`src/curve_point_evaluator_unit_defines.svh`:
```
// Assertion macros shared by the curve evaluator RTL.
`ifndef CURVE_POINT_EVALUATOR_UNIT_DEFINES_SVH
`define CURVE_POINT_EVALUATOR_UNIT_DEFINES_SVH

`ifndef SYNTHESIS

// Same-cycle implication, checked out of reset.
`define CPE_ASSERT_IMPL(name, clk, rst, ante, cons) \
  name: assert property (@(posedge clk) disable iff (rst) (ante) |-> (cons)) \
    else $error("curve evaluator: same-cycle check failed");

// Next-cycle implication, checked out of reset.
`define CPE_ASSERT_NEXT(name, clk, rst, ante, cons) \
  name: assert property (@(posedge clk) disable iff (rst) (ante) |=> (cons)) \
    else $error("curve evaluator: next-cycle check failed");

`else

`define CPE_ASSERT_IMPL(name, clk, rst, ante, cons)
`define CPE_ASSERT_NEXT(name, clk, rst, ante, cons)

`endif

`endif

```
`src/cpe_pkg.sv`:
```
package cpe_pkg;

  // Width of one multiplier slice of the wide Horner operand.
  localparam int LIMB_WIDTH = 32;

  // Guard bits of a power-basis coefficient above the sample width.
  localparam int COEF_GUARD = 5;

  typedef enum logic [1:0] {
    REQ_LINEAR       = 2'd0,
    REQ_CATMULL_ROM  = 2'd1,
    REQ_QUAD_BEZIER  = 2'd2,
    REQ_CUBIC_BEZIER = 2'd3
  } req_type_t;

endpackage

```
`src/cpe_mac.sv`:
```
`include "curve_point_evaluator_unit_defines.svh"

module cpe_mac #(
  parameter int X_WIDTH    = 21,
  parameter int K_WIDTH    = 21,
  parameter int SHIFT      = 15,
  parameter int Y_WIDTH    = 37,
  parameter int PASS_WIDTH = 16,
  parameter int T_WIDTH    = 16
) (
  input  logic                        clk,
  input  logic                        rst,
  input  logic                        in_valid,
  output logic                        up_ready,
  input  logic signed [X_WIDTH-1:0]   x,
  input  logic signed [K_WIDTH-1:0]   k,
  input  logic        [PASS_WIDTH-1:0] pass_in,
  output logic                        out_valid,
  input  logic                        down_ready,
  output logic signed [Y_WIDTH-1:0]   y,
  output logic        [PASS_WIDTH-1:0] pass_out
);

  localparam int LW     = cpe_pkg::LIMB_WIDTH;
  localparam int NL     = (X_WIDTH + LW - 1) / LW;
  localparam int XE     = NL * LW;
  localparam int PPW    = LW + T_WIDTH + 1;
  localparam int GW_RAW = (XE + T_WIDTH > K_WIDTH + SHIFT) ? XE + T_WIDTH : K_WIDTH + SHIFT;
  localparam int AW     = GW_RAW + 2;
  localparam int FILL   = AW - XE - T_WIDTH;

  logic signed [XE-1:0]      xe;
  logic signed [LW:0]        mop;
  logic signed [T_WIDTH:0]   top;
  logic signed [PPW-1:0]     pp_next [NL];

  logic                      va;
  logic signed [PPW-1:0]     pp [NL];
  logic signed [K_WIDTH-1:0] ka;
  logic [PASS_WIDTH-1:0]     pass_a;

  logic signed [AW-1:0]      even, odd, kx, sum;
  logic                      en_a, en_b;

  assign en_b     = !out_valid || down_ready;
  assign en_a     = !va || en_b;
  assign up_ready = en_a;

  // Slice the operand and multiply each slice by t; only the top slice is signed.
  always_comb begin
    xe  = XE'(x);
    top = {1'b0, pass_in[T_WIDTH-1:0]};
    mop = '0;
    for (int i = 0; i < NL; i++) begin
      mop        = {((i == NL - 1) ? xe[i*LW + LW - 1] : 1'b0), xe[i*LW +: LW]};
      pp_next[i] = mop * top;
    end
  end

  // Slice products two limbs apart never overlap: pack them into two words.
  always_comb begin
    even = '0;
    odd  = '0;
    for (int i = 0; i < NL; i++) begin
      if ((i % 2) == 0) begin
        even[i*LW +: LW+T_WIDTH] = pp[i][LW+T_WIDTH-1:0];
      end else begin
        odd[i*LW +: LW+T_WIDTH] = pp[i][LW+T_WIDTH-1:0];
      end
    end
    if (((NL - 1) % 2) == 0) begin
      even[AW-1 -: FILL] = {FILL{pp[NL-1][PPW-1]}};
    end else begin
      odd[AW-1 -: FILL] = {FILL{pp[NL-1][PPW-1]}};
    end
    kx  = AW'(ka) <<< SHIFT;
    sum = even + odd + kx;
  end

  always_ff @(posedge clk) begin
    if (rst) begin
      va        <= 1'b0;
      out_valid <= 1'b0;
    end else begin
      if (en_a) begin
        va <= in_valid;
      end
      if (en_b) begin
        out_valid <= va;
      end
    end
  end

  always_ff @(posedge clk) begin
    if (en_a && in_valid) begin
      pp     <= pp_next;
      ka     <= k;
      pass_a <= pass_in;
    end
    if (en_b && va) begin
      y        <= sum[Y_WIDTH-1:0];
      pass_out <= pass_a;
    end
  end

  `CPE_ASSERT_NEXT(a_mac_hold, clk, rst, out_valid && !down_ready, out_valid && $stable(y))
  `CPE_ASSERT_IMPL(a_mac_bubble, clk, rst, !va, up_ready)

endmodule

```
`config.mk`:
```
export PLATFORM = sky130hd
export DESIGN_NAME = cpe_mac
export DESIGN_NICKNAME = d
export VERILOG_FILES = /design/src/cpe_pkg.sv /design/src/cpe_mac.sv
export VERILOG_INCLUDE_DIRS = /design/src /design/src/src
export SDC_FILE = /design/constraint.sdc
export NUM_CORES = 1
export LEC_CHECK = 0
export BUFFER_PORTS_ARGS = -buffer_cell sky130_fd_sc_hd__buf_2
export CORE_MARGIN = 2
export CORE_UTILIZATION = 29
export DETAILED_ROUTE_END_ITERATION = 10
export PLACE_DENSITY = 0.49
export SYNTH_ARGS = -nofsm -noshare
export SYNTH_HDL_FRONTEND = slang
export SYNTH_SLANG_ARGS = --single-unit
```
`constraint.sdc`:
```
create_clock -name clk -period 7.7 [get_ports clk]
set_clock_uncertainty 0.2 [all_clocks]
set_input_delay 1.155 -clock clk [delete_from_list [all_inputs] [get_ports clk]]
set_output_delay 1.155 -clock clk [all_outputs]
set_load 0.03 [all_outputs]
```
=== Word level (Yosys, flattened, before mapping) ===
Cells that the tools add are included.

* Add/subtract/negate cells: 1
* $mul: 1
* Reductions and logical operators: 6

{| class="wikitable"
|+ Operators by type and width
! cell !! count
|-
| adder 37 x 36 -> 37 bit || 1
|-
| multiplier 21 x 17 -> 37 bit || 1
|-
| logical AND 1 bit || 2
|-
| zero test 1 bit || 2
|-
| logical OR 1 bit || 2
|}

* Register bits after elaboration: 129

=== Longest topological paths before layout ===
* Depth in word-level cells: 4
* Depth in mapped cells: 25
* Gate-level depth less buffers: 24

=== Worst setup path before layout ===
Ideal clock, no wire load.

* Path kind: in2reg
* Start point: input pass_in[8]
* End point: register pp[27] in the netlist's numbering, data pin
* Setup time: 0.260 ns
* Arrival: 6.528 ns
* Data required time: 7.240 ns
* Slack: 0.712 ns
* Stages on the path: 23
* Buffers on the path: 1
* Cells stage by stage: clkbuf_1 > nand2_1 > fa_1 > inv_1 > fa_1 > inv_1 > fa_1 > inv_1 > fa_1 > fa_1 > inv_1 > fa_1 > inv_1 > ha_1 > and4_1 > and3_1 > a22oi_1 > nand2_1 > a21o_1 > a21o_1 > a211o_1 > a21oi_1 > xnor2_1

{| class="wikitable"
|+ RTL lines
! item !! RTL line !! source
|-
| start, declared || cpe_mac.sv:17 || <nowiki>input logic [PASS_WIDTH-1:0] pass_in,</nowiki>
|-
| end signal, assigned || cpe_mac.sv:96 || <nowiki>pp <= pp_next;</nowiki>
|-
| end, declared || cpe_mac.sv:38 || <nowiki>logic signed [PPW-1:0] pp [NL];</nowiki>
|}

==> run summary <==
FF/Latch Area: 0.00385 sq mm
Worst path max stage delay: 0.53 ns
Hold Path Origin: pass_a[11]
Syn_area_per_cell: 10.2 sq um
Via-to-Cell Ratio: 4.29
Die height: 247 um
Pin count of the biggest net entering global routing: 54
Placed cells: 2556
Post-CTS setup buffer count: 0
Critical-path cell list: buf_2 > nand2_1 > fa_1 > fa_1 > fa_1 > inv_1 > fa_1 > fa_1 > inv_1 > fa_1 > inv_1 > ha_1 > and4_1 > and3_1 > a22oi_1 > a21oi_1 > buf_4 > nor3_1 > o41a_1 > nand2b_1 > a21oi_1 > xnor2_1
Arrival time worst endpoint: 7.08 ns
Dominant cell type by area after synthesis: fa_1
Synth area leaders: fa_1 (39%), edfxtp_1 (22%), inv_1 (9.2%)
Ys async rst share: 0%
Initial Util: 29.2%
Cts hold-fix bufs: 0
Detailed Route WL: 41000 um
Critical Path RT: 7.68 ns
FF+latch count, synth: 129
Cell family with most CP delay: adder cells
Hpwl dp: 34900 um
GRT Util Overall: 14.1%
Crit share post-route: 92.2%
Core Area: 0.0588 sq mm
Net Count, Synth: 2188
Final setup fails: 0
Primary FF master, synth: edfxtp_1
Layout Nets: 2308
Share of cells above drive strength 1: 11.1%
Fin. Hold Viols: 0
Top-area cell type share of the netlist area: 38.6%
Die width: 247 um
Hold Path Class: reg2reg
RSZ-0062 raised after global routing: false
Sequential share of the synthesized area: 22.4%
Netlist Area Pre-Place: 0.0172 sq mm
Final ANT Viol Nets: 0
Cts repair resizes: 0
CTS tree: built
CP max stage cell: fa_1
Clk Latency, worst-skew pair: 0.44 ns
# fillers: 5990
Syn. warnings: 0
Vias: 11100
Least-Margin Pin Slew: 0.826 ns
Syn Inst Count: 1682
Final setup TNS: 0 ns
Antenna violations before repair: 2
WL per Instance: 15.8 um
Crit path launch type: input pin
Slew margin rel.: 44.5%
Yosys cell types: 46
Vias in the first global route: 12000
Crit path time final: 7.10 ns
CP Capture Type: flip-flop
Die ar.: 0.0612 sq mm
First-pass GRT wire length: 66600 um
Count leader, synth: inv_1
Pre-antenna DRT Iters: 5
Post-synth top cells: inv_1 (420), fa_1 (331), nand2_1 (223)
GRT Residual Overflow: 0
Outcome: finished, final reports clean
GP Congestion: 0.819
Longest Clk Path Bufs: 2
Area delta synth->final: 13.0%
Row count: 89
CP most frequent cell: fa_1
Highest Clock Rate: 0.141 GHz
CP startpoint: pass_in[4]
Clock Pin Slew Worst Setup and Hold Paths: 0.08 ns
Clock sink count: 129
1st-iter DRT viols: 527
CTS Buf Count: 17
Port Buffers: 116
Multi-input logic area: 0.0115 sq mm
Max-slew violations: 0
Final Instance Count excl. Fillers: 2589
Worst setup path class: in2reg
Root buffer cell: clkbuf_16
H-tree levels: 4
Residual DRC: 0
Crit Path Max Fanout: 18
R2r startpoint: pp[15]
Max-cap violations: 0
Post-synth EDFFs: 127
Ports: 117
Buf/Inv on CP: 5
registers in the layout, indices dropped and copies added, names as in the netlist:
register   flops
pass_out      16
pass_a        16
pp            37
y             37
out_valid      1
va             1
ka            21
path summary, 6_finish.rpt:
path | endpoint | depth (start not counted) | slack (ns)
worst max-delay path | pp[33] | 22 | 0.60
worst min-delay path | pass_out[11] | 0 | 0.21
worst max register to register | y[35] | 12 | 4.26
worst min register to register | pass_out[11] | 0 | 0.21
routing by layer:
metal  track usage (%)  wire length (um)  vias up
met5                 0                 7        -
li1                  -                 -     5285
met3              2.11              1530       31
met2              22.3             18300      189
met1              20.4             20500     5591
met4              3.56               589        2
cells by family after synthesis:
family	count (synthesis)	share of synthesized area (%)
buffers and inverters	475	10.4
AND/OR/NAND/NOR	454	12.6
adder cells (fa/ha/maj)	444	46.8
flip-flops	129	22.4
AO/OA/AOI/OAI	124	4.85
XOR/XNOR	56	2.86
layout make-up:
class	count	share of cell area [%]
Sequential cell	129	19.9
Antenna cell	1	0.0129
Timing Repair Buffer	156	4.61
Clock buffer	17	2.19
Inverter	420	8.13
Clock inverter	15	0.703
Tap cell	773	4.99
Multi-Input combinational cell	1078	59.5
metrics by stage:
stage | cell area, sq um | util (%) | worst slack [ns] | hold slack [ns]
global route | 19400 | 33.0 | 0.215 | 0.221
global placement | 18800 | 32.0 | 0.237 | 0.200
floorplan | 17200 | - | 0.712 | 0.200
CTS | 19400 | 33.0 | 0.586 | 0.211
detailed placement | 18800 | 32.0 | 0.118 | 0.205
finish | 19400 | 33.0 | 0.601 | 0.212
placed cells by master (no fill, tap or decap), types with 4 or more instances in the layout:
cell        synthesis  layout
inv_1             420     420
clkinvlp_4          0       4
edfxtp_1          127     127
nand2b_1            6       6
nor2b_1             6       5
and3_1              5       5
nor2_1             36      36
o21bai_1            4       4
fa_1              331     331
inv_6               0       7
nand3_1            10      10
or2_2               4       4
nor3_1             14      14
buf_2               0     116
xor2_1             17      17
a211o_1             5       5
ha_1              113     113
buf_4               0      39
a21oi_1            42      42
o21a_1              9       9
clkbuf_16           0      17
and2_1            140     139
nand2_1           223     223
a21o_1             20      20
a211oi_1            4       4
inv_8               0       4
o21ai_0            17      17
xnor2_1            39      39
Power is not shown: default switching activity piles up to over one toggle a cycle in this logic, so the estimate is an artifact.
