File: src/curve_point_evaluator_unit_defines.svh
// Assertion macros shared by the curve evaluator RTL.
`ifndef CURVE_POINT_EVALUATOR_UNIT_DEFINES_SVH
`define CURVE_POINT_EVALUATOR_UNIT_DEFINES_SVH

`ifndef SYNTHESIS

// Same-cycle implication, checked out of reset.
`define CPE_ASSERT_IMPL(name, clk, rst, ante, cons) \
  name: assert property (@(posedge clk) disable iff (rst) (ante) |-> (cons)) \
    else $error("curve evaluator: same-cycle check failed");

// Next-cycle implication, checked out of reset.
`define CPE_ASSERT_NEXT(name, clk, rst, ante, cons) \
  name: assert property (@(posedge clk) disable iff (rst) (ante) |=> (cons)) \
    else $error("curve evaluator: next-cycle check failed");

`else

`define CPE_ASSERT_IMPL(name, clk, rst, ante, cons)
`define CPE_ASSERT_NEXT(name, clk, rst, ante, cons)

`endif

`endif

File: src/cpe_pkg.sv
package cpe_pkg;

  // Width of one multiplier slice of the wide Horner operand.
  localparam int LIMB_WIDTH = 32;

  // Guard bits of a power-basis coefficient above the sample width.
  localparam int COEF_GUARD = 5;

  typedef enum logic [1:0] {
    REQ_LINEAR       = 2'd0,
    REQ_CATMULL_ROM  = 2'd1,
    REQ_QUAD_BEZIER  = 2'd2,
    REQ_CUBIC_BEZIER = 2'd3
  } req_type_t;

endpackage

File: src/cpe_req_if.sv
interface cpe_req_if #(
  parameter int SAMPLE_WIDTH  = 16,
  parameter int FRACTION_BITS = 15
);
  logic                            valid;
  logic                            ready;
  cpe_pkg::req_type_t              req_type;
  logic signed [SAMPLE_WIDTH-1:0]  point_zero;
  logic signed [SAMPLE_WIDTH-1:0]  point_one;
  logic signed [SAMPLE_WIDTH-1:0]  point_two;
  logic signed [SAMPLE_WIDTH-1:0]  point_three;
  logic        [FRACTION_BITS:0]   blend_position;

  modport source (
    output valid, req_type, point_zero, point_one, point_two, point_three,
           blend_position,
    input  ready
  );

  modport sink (
    input  valid, req_type, point_zero, point_one, point_two, point_three,
           blend_position,
    output ready
  );
endinterface

File: src/cpe_coef.sv
module cpe_coef #(
  parameter int SAMPLE_WIDTH  = 16,
  parameter int FRACTION_BITS = 15,
  localparam int CW = SAMPLE_WIDTH + cpe_pkg::COEF_GUARD,
  localparam int TW = FRACTION_BITS + 1
) (
  input  logic                 clk,
  input  logic                 rst,
  cpe_req_if.sink              req,
  input  logic                 down_ready,
  output logic                 out_valid,
  output logic signed [CW-1:0] coef_a,
  output logic signed [CW-1:0] coef_b,
  output logic signed [CW-1:0] coef_c,
  output logic signed [CW-1:0] coef_d,
  output logic        [TW-1:0] t_out
);

  localparam logic [TW-1:0]        T_ONE     = {1'b1, {FRACTION_BITS{1'b0}}};
  localparam logic signed [CW-1:0] HALF_UNIT = CW'(1);

  logic signed [CW-1:0] p0, p1, p2, p3;
  logic signed [CW-1:0] dif10, d12, sec, cub, cr_b;
  logic signed [CW-1:0] a_next, b_next, c_next, d_next;
  logic        [TW-1:0] t_next;
  logic                 en;

  assign en        = !out_valid || down_ready;
  assign req.ready = en;

  // Power-basis coefficients, scaled so every curve shares one final shift.
  always_comb begin
    p0    = CW'(req.point_zero);
    p1    = CW'(req.point_one);
    p2    = CW'(req.point_two);
    p3    = CW'(req.point_three);
    dif10 = p1 - p0;
    d12   = p1 - p2;
    sec   = p0 - (p1 <<< 1) + p2;
    cub   = p3 - p0 + (d12 <<< 1) + d12;
    cr_b  = (p0 <<< 1) - (p1 <<< 2) - p1 + (p2 <<< 2) - p3;
    case (req.req_type)
      cpe_pkg::REQ_CATMULL_ROM: begin
        a_next = cub;
        b_next = cr_b;
        c_next = p2 - p0;
        d_next = (p1 <<< 1) + HALF_UNIT;
      end
      cpe_pkg::REQ_QUAD_BEZIER: begin
        a_next = '0;
        b_next = sec <<< 1;
        c_next = dif10 <<< 2;
        d_next = (p0 <<< 1) + HALF_UNIT;
      end
      cpe_pkg::REQ_CUBIC_BEZIER: begin
        a_next = cub <<< 1;
        b_next = (sec <<< 2) + (sec <<< 1);
        c_next = (dif10 <<< 2) + (dif10 <<< 1);
        d_next = (p0 <<< 1) + HALF_UNIT;
      end
      default: begin
        a_next = '0;
        b_next = '0;
        c_next = dif10 <<< 1;
        d_next = (p0 <<< 1) + HALF_UNIT;
      end
    endcase
    // clamp t to one
    t_next = (req.blend_position > T_ONE) ? T_ONE : req.blend_position;
  end

  always_ff @(posedge clk) begin
    if (rst) begin
      out_valid <= 1'b0;
    end else if (en) begin
      out_valid <= req.valid;
    end
  end

  always_ff @(posedge clk) begin
    if (en && req.valid) begin
      coef_a <= a_next;
      coef_b <= b_next;
      coef_c <= c_next;
      coef_d <= d_next;
      t_out  <= t_next;
    end
  end

endmodule

File: src/flat_wrapper.sv
// flat-port wrapper written by rule: the top's interface ports become plain ports
module cpe_coef_flat 
#(
  parameter int SAMPLE_WIDTH  = 16,
  parameter int FRACTION_BITS = 15,
  localparam int CW = SAMPLE_WIDTH + cpe_pkg::COEF_GUARD,
  localparam int TW = FRACTION_BITS + 1
)
  (clk, rst, down_ready, out_valid, coef_a, coef_b, coef_c, coef_d, t_out, req_valid, req_req_type, req_point_zero, req_point_one, req_point_two, req_point_three, req_blend_position, req_ready);
  cpe_req_if #(.SAMPLE_WIDTH(SAMPLE_WIDTH), .FRACTION_BITS(FRACTION_BITS)) req_i ();
  input  logic clk;
  input  logic rst;
  input  logic down_ready;
  output logic out_valid;
  output logic signed [CW-1:0] coef_a;
  output logic signed [CW-1:0] coef_b;
  output logic signed [CW-1:0] coef_c;
  output logic signed [CW-1:0] coef_d;
  output logic        [TW-1:0] t_out;
  input wire logic [$bits(req_i.valid)-1:0] req_valid;
  input wire logic [$bits(req_i.req_type)-1:0] req_req_type;
  input wire logic [$bits(req_i.point_zero)-1:0] req_point_zero;
  input wire logic [$bits(req_i.point_one)-1:0] req_point_one;
  input wire logic [$bits(req_i.point_two)-1:0] req_point_two;
  input wire logic [$bits(req_i.point_three)-1:0] req_point_three;
  input wire logic [$bits(req_i.blend_position)-1:0] req_blend_position;
  output wire logic [$bits(req_i.ready)-1:0] req_ready;
  assign req_i.valid = req_valid;
  assign req_i.req_type = req_req_type;
  assign req_i.point_zero = req_point_zero;
  assign req_i.point_one = req_point_one;
  assign req_i.point_two = req_point_two;
  assign req_i.point_three = req_point_three;
  assign req_i.blend_position = req_blend_position;
  assign req_ready = req_i.ready;
  cpe_coef #(.SAMPLE_WIDTH(SAMPLE_WIDTH), .FRACTION_BITS(FRACTION_BITS)) u_core (.clk(clk), .rst(rst), .req(req_i), .down_ready(down_ready), .out_valid(out_valid), .coef_a(coef_a), .coef_b(coef_b), .coef_c(coef_c), .coef_d(coef_d), .t_out(t_out));
endmodule
File: config.mk
export PLATFORM = sky130hd
export DESIGN_NAME = cpe_coef_flat
export DESIGN_NICKNAME = d
export VERILOG_FILES = /design/src/curve_point_evaluator_unit_defines.svh /design/src/cpe_pkg.sv /design/src/cpe_req_if.sv /design/src/cpe_coef.sv /design/src/flat_wrapper.sv
export SDC_FILE = /design/constraint.sdc
export NUM_CORES = 1
export LEC_CHECK = 0
export BUFFER_PORTS_ARGS = -buffer_cell sky130_fd_sc_hd__buf_2
export CAP_MARGIN = 20
export CORE_MARGIN = 2
export CORE_UTILIZATION = 40
export DETAILED_ROUTE_END_ITERATION = 10
export GPL_TIMING_DRIVEN = 1
export RECOVER_POWER = 25
export SLEW_MARGIN = 20
export SYNTH_ARGS = -nofsm -noshare
export SYNTH_HDL_FRONTEND = slang
export SYNTH_SLANG_ARGS = --single-unit
File: constraint.sdc
create_clock -name clk -period 5.3 [get_ports clk]
set_input_delay 0.53 -clock clk [delete_from_list [all_inputs] [get_ports clk]]
set_output_delay 0.53 -clock clk [all_outputs]
set_load 0.02 [all_outputs]
# Word-level counts from Yosys, hierarchy flattened
# Index checks and enable logic that the tools add are counted.
# op_classes
mux	4
magnitude_cmp	1
eq_ne	3
reduce_logical	3
addsub	16
# ops
op	count
$pmux 21 s3	2
$add 21x21->21	4
$sub 16x16->17	4
$pmux 21 s2	1
$add 17x2->18 const B	2
$add 21x18->21	1
$mux 21	1
$sub 21x16->21	1
$sub 19x16->20	1
$add 18x16->19	1
$sub 17x18->19	1
$sub 16x17->18	1
$gt 16x16->1 const B	1
$eq 2x2->1 const B	2
$eq 2x1->1 const B	1
$logic_and 1x1->1	1
$logic_not 1->1	1
$logic_or 1x1->1	1
# word_totals
input_bits	86
elab_cells	33
output_inout_bits	102
regBits	101

# Logic depth before layout (Yosys ltp)
# logic_depth
word_depth	5
ltp_mapped	23
depth_no_buf	22

# Least setup slack after synthesis
# Ideal clock, no wire load.
# synth_timing
kind	input-to-reg
start	in req_point_one[1]
end	reg u_core.coef_b[19], data pin
arrival_ns	4.792
path_slack_ns	0.247
stages	21
path_buffers	0
setup_ns	0.261
required_ns	5.039
path_cell_list	inv_1 > fa_1 > ha_1 > o21a_1 > o21a_1 > o21ba_2 > o21ai_0 > nand2b_1 > a21oi_1 > and4b_1 > nor3_1 > fa_1 > inv_1 > ha_1 > a21o_1 > a21oi_1 > inv_1 > a211oi_1 > o21ai_0 > xor2_1 > a221o_1
# synth_via
elab_chain_len	5
elab_cells_between_ends	8
cone_classes	7 x add/sub; 1 x mux
# synth_rtl
item	line_no	text
from (decl)	flat_wrapper.sv:23	input wire logic [$bits(req_i.point_one)-1:0] req_point_one;
$sub 17x18->19	cpe_coef.sv:41	cr_b = (p0 <<< 1) - (p1 <<< 2) - p1 + (p2 <<< 2) - p3;
$sub 19x16->20	cpe_coef.sv:41	
$add 21x18->21	cpe_coef.sv:41	
$sub 21x16->21	cpe_coef.sv:41	
$pmux 21 s3 (*)	cpe_coef.sv:42	case (req.req_type)
via u_core.b_next[19]	cpe_coef.sv:24	logic signed [CW-1:0] a_next, b_next, c_next, d_next;
to (signal assigned)	cpe_coef.sv:83	coef_b <= b_next;
to (decl)	cpe_coef.sv:13	output logic signed [CW-1:0] coef_b,
# The timed path passes the listed nets; every way through them passes the cells marked *.
# A chain may end at the register's enable or synchronous reset.

# Final worst setup path
# layout_timing
start	in req_point_zero[1]
end	reg u_core.coef_a[20], data pin
# layout_via
elab_chain_len	4
# layout_rtl
item	line_no	text
from (decl)	flat_wrapper.sv:22	input wire logic [$bits(req_i.point_zero)-1:0] req_point_zero;
$sub 16x16->17	cpe_coef.sv:40	cub = p3 - p0 + (d12 <<< 1) + d12;
$add 21x21->21 (2 in a row)	cpe_coef.sv:40	
$pmux 21 s2	cpe_coef.sv:42	
via u_core.a_next[20]	cpe_coef.sv:24	
to (signal assigned)	cpe_coef.sv:82	coef_a <= a_next;
to (decl)	cpe_coef.sv:12	output logic signed [CW-1:0] coef_a,
# The timed path passes the listed nets, and every way through them passes these cells.

==> qor.txt <==
Post-synth ARST share = 0
Post-synth EDFFs = 94
DRT iter0 DRCs = 911
Synth area leaders = edfxtp_1 (21%), ha_1 (16%), fa_1 (11%)
Yosys reg bits = 95
reg2reg start = u_core.out_valid$_SDFFE_PP0N_
combinational power share = 0.771
CP peak stage delay = 0.57 ns
largest net degree at the start of global routing = 58
DP Cell Count = 2,272
Setup crit start kind = input pin
Tcrit/Tclk final = 0.960
Syn Nets = 1,872
DR vias = 12,500
post-synthesis sequential area ratio = 0.208
Cell Pwr Density = 485 nW/um^2
worst-path maximum fanout = 3
PortBufs = 186
post-route cell area = 16,300 um^2
Pint = 4.11 mW
# fillers = 3,354
most common cell in the netlist = ha_1
hpwl dp = 35,000 um
Final setup viols = 0
switch share = 0.480
Flop pwr share = 0.142
Avg Cell Area, Syn = 8.88 um^2
R2R setup slack = 3.23 ns
minimum hold slack = 0.309 ns
critical path capture point type = flip-flop
Synth top area share = 0.207
io pins = 188
Worst Hold Class = in2reg
Die H = 189 um
Min-Delay Endpoint = u_core.out_valid$_SDFFE_PP0N_
# diodes = 0
Switch Pwr = 3.79 mW
status = completed
Post-synth top cells = ha_1 (175), inv_1 (167), a21oi_1 (112)
Max Cap Viol = 0
Leak = 7.50 nW
first-pass GRT wire length = 65,200 um
HP Start = rst
Multi-input gate area = 10,000 um^2
layout cell share with drive strength beyond 1 = 0.172
f_max = 0.197 GHz
H-tree depth = 3
Bufs and invs on worst path = 2
total congestion overflow = 0
Worst-Skew Late Latency = 0.37 ns
Initial Util = 0.407
final core occ = 0.486
Sequential Area = 2840 um^2
CTS tree = built
Slew HR = 0.361
power share of the clock group = 0.086
clk buf depth = 2
Hold Path Stages = 2
GP Congestion = 0.897
gr usage total = 0.236
WS Path Type = in2reg
Post-CTS Repair Setup Buffers = 0
initial antenna violation count = 1
Clock Skew = 0.0121 ns
area delta synth->final = 19.3%
Max Slew Vio Count = 0
vias in the first global route = 11,800
Initial DRT Pass Iterations = 5
worst slew pin tran = 0.956 ns
Via density = 5.48
core footprint = 33,500 um^2
Synth cell types = 74
Overall Power = 7.91 mW
Root Driver = clkbuf_16
Clock Sink Count = 95
Warnings, synthesis = 0
delay-heaviest family, CP = compound AO/OA/AOI/OAI gates
Critical Path AT = 5.21 ns
Chip Width = 189 um
Nets = 2,170
Final min period = 5.09 ns
DIE AREA = 35,600 um^2
# rows = 67
Final Hold Vio Count = 0
Syn Inst Count = 1,537
number of routed nets with antenna violations = 0
CP Cell Sequence = buf_2 > inv_1 > ha_1 > nor2b_1 > o21a_1 > o21ai_0 > nand2b_1 > a31o_2 > a311oi_1 > or2_2 > xnor2_1 > fa_1 > ha_1 > a21o_1 > a21o_1 > a2bb2oi_1 > o311ai_0 > a2111oi_0 > o22ai_1 > xor2_1 > nor2_1
Peak supply drop = 0.000229 V
final std cells w/o fill = 2,288
Post-Syn Area = 13,600 um^2
FF-to-FF path depth = 3
RSZ-0062 raised after global routing = false
Crit-path slowest cell = a311oi_1
Num CTS Buffers = 9
Residual DRC = 0
wire per inst = 18.5 um
FF-to-FF End = u_core.coef_d[6]$_DFFE_PP_
Routed WL = 42,300 um
Synth Flop Type = edfxtp_1
CP startpoint = req_point_zero[1]
dominant cell type by area after synthesis = edfxtp_1
clock slew at reported path FFs = 0.08 ns
WP data required = 5.42 ns
Area after DPL = 16,000 um^2
-- layer usage --
metal  routed length, um  share of wire  up-vias  global-route usage
li1                    -              -     6146                   -
met5                  13        0.00031        -                   0
met1               19800           0.47     5907               0.326
met4                1330          0.031        2              0.0808
met2               18800           0.44      426               0.379
met3                2390          0.056       65              0.0309
-- worst max path at each step --
| stage | to | slack [ns] | cells after the start |
|---|---|---|---|
| 2_1_floorplan | u_core.coef_b[19]$_DFFE_PP_ | 0.25 | 21 |
| 3_3_place_gp | u_core.coef_b[19]$_DFFE_PP_ | -0.12 | 22 |
| 3_5_place_dp | u_core.coef_b[19]$_DFFE_PP_ | -0.25 | 22 |
| 4_1_cts | u_core.coef_b[19]$_DFFE_PP_ | 0.16 | 22 |
| 5_1_grt | u_core.coef_b[18]$_DFFE_PP_ | 0.002 | 23 |
| 6_report | u_core.coef_a[20]$_DFFE_PP_ | 0.21 | 21 |
-- metrics by stage --
stage                     setup WS, ns  TNS (ns)
after floorplan                  0.247         0
after global placement          -0.121    -0.427
after detailed placement        -0.246     -1.39
after CTS                        0.156         0
after global routing           0.00189         0
final                            0.214         0
-- cell type report --
class,count,area share
clock buffers,9,0.0138
clock inverters,7,0.00461
inverters,168,0.0387
multi-input cells,1236,0.617
flip-flops and latches,95,0.175
well taps,448,0.0344
repair buffers,325,0.117
-- kinds of logic after synthesis --
group / count (synthesis) / synth area share
compound gates: 426 / 0.207
xor+xnor: 135 / 0.0866
fa+ha+maj: 249 / 0.269
buf+inv: 206 / 0.0583
flops: 95 / 0.208
mux: 26 / 0.0292
other cells: 1 / 0.000275
simple gates: 399 / 0.142
-- cells in the final DEF, fill, tap and decap left out, types with 13 or more instances in the layout --
master    count
a21oi_1     110
or3_1        15
o21a_1       19
nor3_1       29
inv_1       167
a31oi_1      14
and3_1       13
a211oi_1     13
nor2_1      100
buf_4       139
a21o_1       49
o21bai_1     14
xnor2_1      82
nand3_1      25
fa_1         74
nand4_1      18
nand2_1     109
nor2b_1      36
ha_1        175
o21ai_0      90
xor2_1       53
mux2i_1      15
edfxtp_1     94
buf_2       130
clkbuf_1     56
nand2b_1     19
-- what timing repair did --
item,4_1_cts,5_1_grt
hold buffers,0,0
gates resized for setup,0,8
setup endpoints to repair,0,12
-- registers in the layout (all words and copies together), names as in the netlist --
name	cells
u_core.coef_a	21
u_core.coef_b	21
u_core.coef_c	20
u_core.coef_d	16
u_core.t_out	16
u_core.out_valid	1
-- worst register-to-register path, cell delays in order, from the launching register on --
cell and delay (ns):
dfxtp_1 0.31, nand2b_1 0.10, and2_4 0.62, buf_4 0.65
-- power by group through the flow --
| stage | combinational, mW | sequential (mW) | clock (mW) |
|---|---|---|---|
| after floorplan | 3.96 | 1.36 | 0 |
| after global placement | 5.99 | 1.14 | 0 |
| after detailed placement | 6.04 | 1.14 | 0 |
| after CTS | 6.07 | 1.13 | 0.704 |
| after global routing | 6.74 | 1.14 | 0.728 |
| final | 6.10 | 1.12 | 0.684 |
No activity file was read; power rests on OpenSTA's default activity.
